## src/sv/cls_pkg.sv

```systemverilog
// ----------------------------------------------------------------------------
// cls_pkg: shared types and codes of the cursor list store
// Port field widths, operation and status codes, and the control word that
// steers one row of stack cells.
// ----------------------------------------------------------------------------
`default_nettype none

package cls_pkg;

	// port field widths
	localparam int OP_W     = 4;
	localparam int VALUE_W  = 32;
	localparam int INDEX_W  = 6;
	localparam int ENTRY_W  = 32;
	localparam int STATUS_W = 2;
	localparam int COUNT_W  = 7;
	localparam int CURSOR_W = 6;

	typedef logic [OP_W-1:0]     op_t;
	typedef logic [STATUS_W-1:0] status_t;

	// operation codes
	localparam op_t OP_ADD_TAIL  = 4'd0;
	localparam op_t OP_ADD_HEAD  = 4'd1;
	localparam op_t OP_ADD_AFTER = 4'd2;
	localparam op_t OP_GOTO      = 4'd3;
	localparam op_t OP_FIRST     = 4'd4;
	localparam op_t OP_NEXT      = 4'd5;
	localparam op_t OP_PREV      = 4'd6;
	localparam op_t OP_LAST      = 4'd7;
	localparam op_t OP_READ      = 4'd8;
	localparam op_t OP_DELETE    = 4'd9;
	localparam op_t OP_CLEAR     = 4'd10;
	localparam op_t OP_ARM       = 4'd11;

	// status codes
	localparam status_t STATUS_OK       = 2'd0;
	localparam status_t STATUS_NO_ENTRY = 2'd1;
	localparam status_t STATUS_FULL     = 2'd2;

	// shift control for one row of cells, top of stack at cell zero
	typedef struct packed {
		logic push;
		logic pop;
	} stack_ctl_t;

endpackage

`default_nettype wire

```

## src/sv/cls_cell.sv

```systemverilog
// ----------------------------------------------------------------------------
// cls_cell: one storage cell of a stack row
// Holds one list entry; takes its upper neighbour's word on push and its
// lower neighbour's word on pop.
// ----------------------------------------------------------------------------
`default_nettype none

module cls_cell #(
	parameter int WIDTH = 32
) (
	input  wire logic               clk,
	input  wire cls_pkg::stack_ctl_t ctl,
	input  wire logic [WIDTH-1:0]   from_above,
	input  wire logic [WIDTH-1:0]   from_below,
	output logic      [WIDTH-1:0]   word
);

	logic [WIDTH-1:0] word_q;

	// shift with the row
	always_ff @(posedge clk) begin
		if (ctl.push) begin
			word_q <= from_above;
		end else if (ctl.pop) begin
			word_q <= from_below;
		end
	end

	assign word = word_q;

endmodule

`default_nettype wire

```

## src/sv/cls_stack.sv

```systemverilog
// ----------------------------------------------------------------------------
// cls_stack: row of cells forming a shift stack
// Cell zero is the top; every cell moves one place on push or pop.
// ----------------------------------------------------------------------------
`default_nettype none

module cls_stack #(
	parameter int DEPTH = 64,
	parameter int WIDTH = 32
) (
	input  wire logic                clk,
	input  wire cls_pkg::stack_ctl_t ctl,
	input  wire logic [WIDTH-1:0]    push_word,
	output logic      [WIDTH-1:0]    top_word
);

	logic [WIDTH-1:0] cell_word [DEPTH];

	// chain of cells, each wired to its two neighbours
	for (genvar i = 0; i < DEPTH; i++) begin : g_cell
		logic [WIDTH-1:0] above;
		logic [WIDTH-1:0] below;

		if (i == 0) begin : g_head
			assign above = push_word;
		end else begin : g_body
			assign above = cell_word[i-1];
		end

		if (i == DEPTH - 1) begin : g_tail
			assign below = '0;
		end else begin : g_link
			assign below = cell_word[i+1];
		end

		cls_cell #(.WIDTH(WIDTH)) u_cell (
			.clk        (clk),
			.ctl        (ctl),
			.from_above (above),
			.from_below (below),
			.word       (cell_word[i])
		);
	end

	assign top_word = cell_word[0];

endmodule

`default_nettype wire

```

## config.mk

```make
export PLATFORM = sky130hd
export DESIGN_NAME = cls_stack
export DESIGN_NICKNAME = d
export VERILOG_FILES = /design/src/sv/cls_pkg.sv /design/src/sv/cls_cell.sv /design/src/sv/cls_stack.sv
export SDC_FILE = /design/constraint.sdc
export NUM_CORES = 2
export LEC_CHECK = 0
export ABC_AREA = 1
export BUFFER_PORTS_ARGS = -buffer_cell sky130_fd_sc_hd__buf_2
export CAP_MARGIN = 10
export CORE_AREA = 2 2 390 392
export DETAILED_ROUTE_END_ITERATION = 12
export DIE_AREA = 0 0 392 394
export GPL_TIMING_DRIVEN = 1
export PLACE_DENSITY = 0.76
export SLEW_MARGIN = 20
export SYNTH_ARGS = -nofsm -noshare
export SYNTH_HDL_FRONTEND = slang
export SYNTH_HIERARCHICAL = 1
export SYNTH_SLANG_ARGS = --single-unit
```

## constraint.sdc

```tcl
create_clock -name clk -period 2.9 [get_ports clk]
set_input_delay 0.29 -clock clk [delete_from_list [all_inputs] [get_ports clk]]
set_output_delay 0.29 -clock clk [all_outputs]
set_load 0.01 [all_outputs]
```

==> impl_metrics.py <==
metrics = {
    "outcome": {
        "outcome": "finished clean",
    },
    "critical_path": {
        "critPathArrivalTime_ns": 2.45,
        "crit_family": "buffers and inverters",
        "cp-start-kind": "primary input",
        "rr_worst_depth": 2,
        "crit_path_cell_trace": "dlygate4sd3_1 -> buf_12 -> buf_12 -> or2_2",
        "cp_num_buf_inv": 3,
        "critPathMaxFanout": 86,
        "worstSetupPathDepth": 4,
        "cpPeakStageDelay_ns": 0.69,
        "critPathMostFrequentCell": "buf_12",
        "critPathCaptureType": "flop",
        "worst-setup-path-type": "in -> reg",
        "worstPathRequired_ns": 3.35,
        "slowest_stage": "or2_2",
    },
    "clock_network": {
        "path_clk_slew_ns": 0.06,
        "clockRootBuffer": "clkbuf_16",
        "cts_tree": "done",
        "cts_resized": 0,
        "clock-sinks": 2048,
        "ctsLongestPathBuffers": 3,
        "h-tree-depth": 4,
        "cts_buffers": 201,
        "clock_latency_ns": 0.83,
    },
    "cells_and_area": {
        "num-fill-cells": 11731,
        "largest_reg_flops": 2048,
        "diodes": 0,
        "syn2layout_area_growth_pct": 7.18,
        "finalCoreUtilization_pct": 63.8,
        "fin_nets": 8791,
        "drive_gt1_share_pct": 6.26,
    },
    "global_route": {
        "grt_pass1_vias": 61417,
        "grt_max_degree": 122,
        "grt_usage_pct": 23.7,
        "overflow": 0,
        "antenna_found_initial": 0,
        "grt_pass1_wl_um": 303000,
    },
    "synthesis": {
        "synthTopCellsByArea": "edfxtp_1 69%, nand2_1 26%, buf_6 3.2%, buf_4 1.6%, inv_4 0.45%",
        "yosysTopAreaCellShare_pct": 68.6,
        "yosysMostFrequentCell": "nand2_1",
        "netlist_top_cells_count": "6144 x nand2_1, 2048 x edfxtp_1, 256 x buf_6",
        "synth.avg_cell_area_um2": 10.2,
        "yosysWarnings": 6,
        "synth-edff-count": 2048,
        "synth_area_leader_cell": "edfxtp_1",
        "ys_seq_area_share_pct": 68.6,
        "ys_types": 7,
        "synthCells": 8769,
        "ys_seq_elements": 2048,
        "ys_async_sr_fraction_pct": 0,
        "ys.flop_type": "edfxtp_1",
        "syn_area_mm2": 0.0897,
    },
    "routing": {
        "final_antenna_net_count": 0,
        "drt_iter0_drc": 6240,
        "drc": 0,
        "first_pass_iters": 6,
        "vias": 59807,
        "wl_per_cell_um": 16.8,
        "viasPerCell": 5.46,
        "routed_wl_um": 184000,
    },
    "floorplanning": {
        "core_mm2": 0.151,
        "fp.dieW_um": 392,
        "start_util_pct": 59.5,
        "dieArea_mm2": 0.154,
        "core.rowCount": 143,
        "die_y_um": 394,
        "num_io_pins": 67,
    },
    "place": {
        "dp_hpwl_um": 120000,
        "io_buffers": 66,
        "dp_slack_ns": 0.729,
        "gp_congestion": 0.840,
    },
    "timing": {
        "fmax_ghz": 0.499,
        "period_minus_slack_ns": 2.00,
        "fin_ws_ns": 0.896,
        "rsz0062_at_grt": "no",
        "slew-limit-headroom_pct": 43.4,
        "slew_violations": 0,
        "finalSetupViolCount": 0,
        "tns_ns": 0,
        "min_period_over_period_pct": 69.1,
        "clock_skew_ns": 0.0227,
        "hold_violations": 0,
        "worst_pin_slew_ns": 0.850,
    },
    "run": {
        "maxCapViolations": 0,
    },
    "power_and_ir_drop": {
        "finalPower_uw": 72100,
        "leakage_uw": 0.0439,
        "peakVddDrop_mv": 0.509,
        "power_density_mw_per_mm2": 750,
        "p_sw_uw": 17600,
        "power.internal_uw": 54500,
        "power_frac_comb_pct": 8.5,
        "clockPowerShare_pct": 35.2,
        "power.share.switching_pct": 24.4,
        "seqPwrFrac_pct": 56.3,
    },
    "hold_path": {
        "whs_path_depth": 2,
        "min_path_type": "in -> reg",
    },
}
-- metrics by stage --
stage	instances	cell area, µm²	hold WS [ns]
floorplan	8800	89800	0.471
global placement	10550	89500	0.494
detailed placement	10550	89500	0.504
CTS	10944	96100	0.191
global route	10944	96100	0.248
finish	10944	96100	0.269
-- power groups by stage --
stage               clock (µW)  combinational [µW]  sequential, µW
CTS                      25800                6100           40600
global placement             0                5670           41100
detailed placement           0                6000           41100
floorplan                    0                4920           39900
global route             26900                7040           41000
finish                   25400                6100           40600
-- cells by family after synthesis --
kind of cell / Yosys count / synth area share (%)
buffers and inverters: 512 / 5.27
flip-flops: 2048 / 68.6
other: 1 / 0.00418
AND/OR/NAND/NOR: 6208 / 26.2
-- worst register-to-register path: cells and delay by family (launching register included) --
family | cells | cell delay, ns
simple gates | 2 | 0.19
flops | 1 | 0.44
-- final timing paths --
kind	startpoint	endpoint	slack, ns
hold reg to reg	g_cell[63].u_cell/word[21]	g_cell[62].u_cell/word[21]	0.51
hold / removal	ctl[0]	g_cell[34].u_cell/word[7]	0.27
setup reg to reg	g_cell[28].u_cell/word[26]	g_cell[29].u_cell/word[26]	2.00
setup / recovery	ctl[1]	g_cell[17].u_cell/word[20]	0.90
-- timing repair --
item / CTS / global route
hold endpoints to repair: 36 / 0
hold buffers: 33 / 0
buffers inserted: 0 / 0
-- layer usage --
metal,up-vias,GRT usage [%],routed length (µm)
met5,-,0,0
met4,0,5.95,3120
li1,28081,-,-
met2,1888,38.6,89500
met3,257,3.18,11000
met1,29581,34.0,80100
-- area by class of cell --
class / instances / area [µm²] / area share, %
repair buffers: 201 / 1790 / 1.86
clock inverters: 106 / 998 / 1.04
clock buffers: 255 / 5320 / 5.53
multi-input cells: 6240 / 23600 / 24.5
well taps: 2030 / 2540 / 2.64
flip-flops and latches: 2048 / 61500 / 64.0
inverters: 64 / 400 / 0.417
-- cells in the final DEF (no fill, tap or decap) --
cell type / n
nand2_1: 6144
edfxtp_1: 2048
clkbuf_16: 205
buf_4: 74
buf_2: 65
inv_4: 64
or2_2: 64
clkbuf_1: 50
clkinv_1: 49
dlygate4sd3_1: 33
conb_1: 32
buf_12: 29
clkinv_2: 27
bufinv_16: 18
clkinvlp_4: 3
inv_6: 3
inv_16: 2
clkinv_4: 2
clkinv_8: 2
Note: power is estimated with default switching activity, not from simulation.
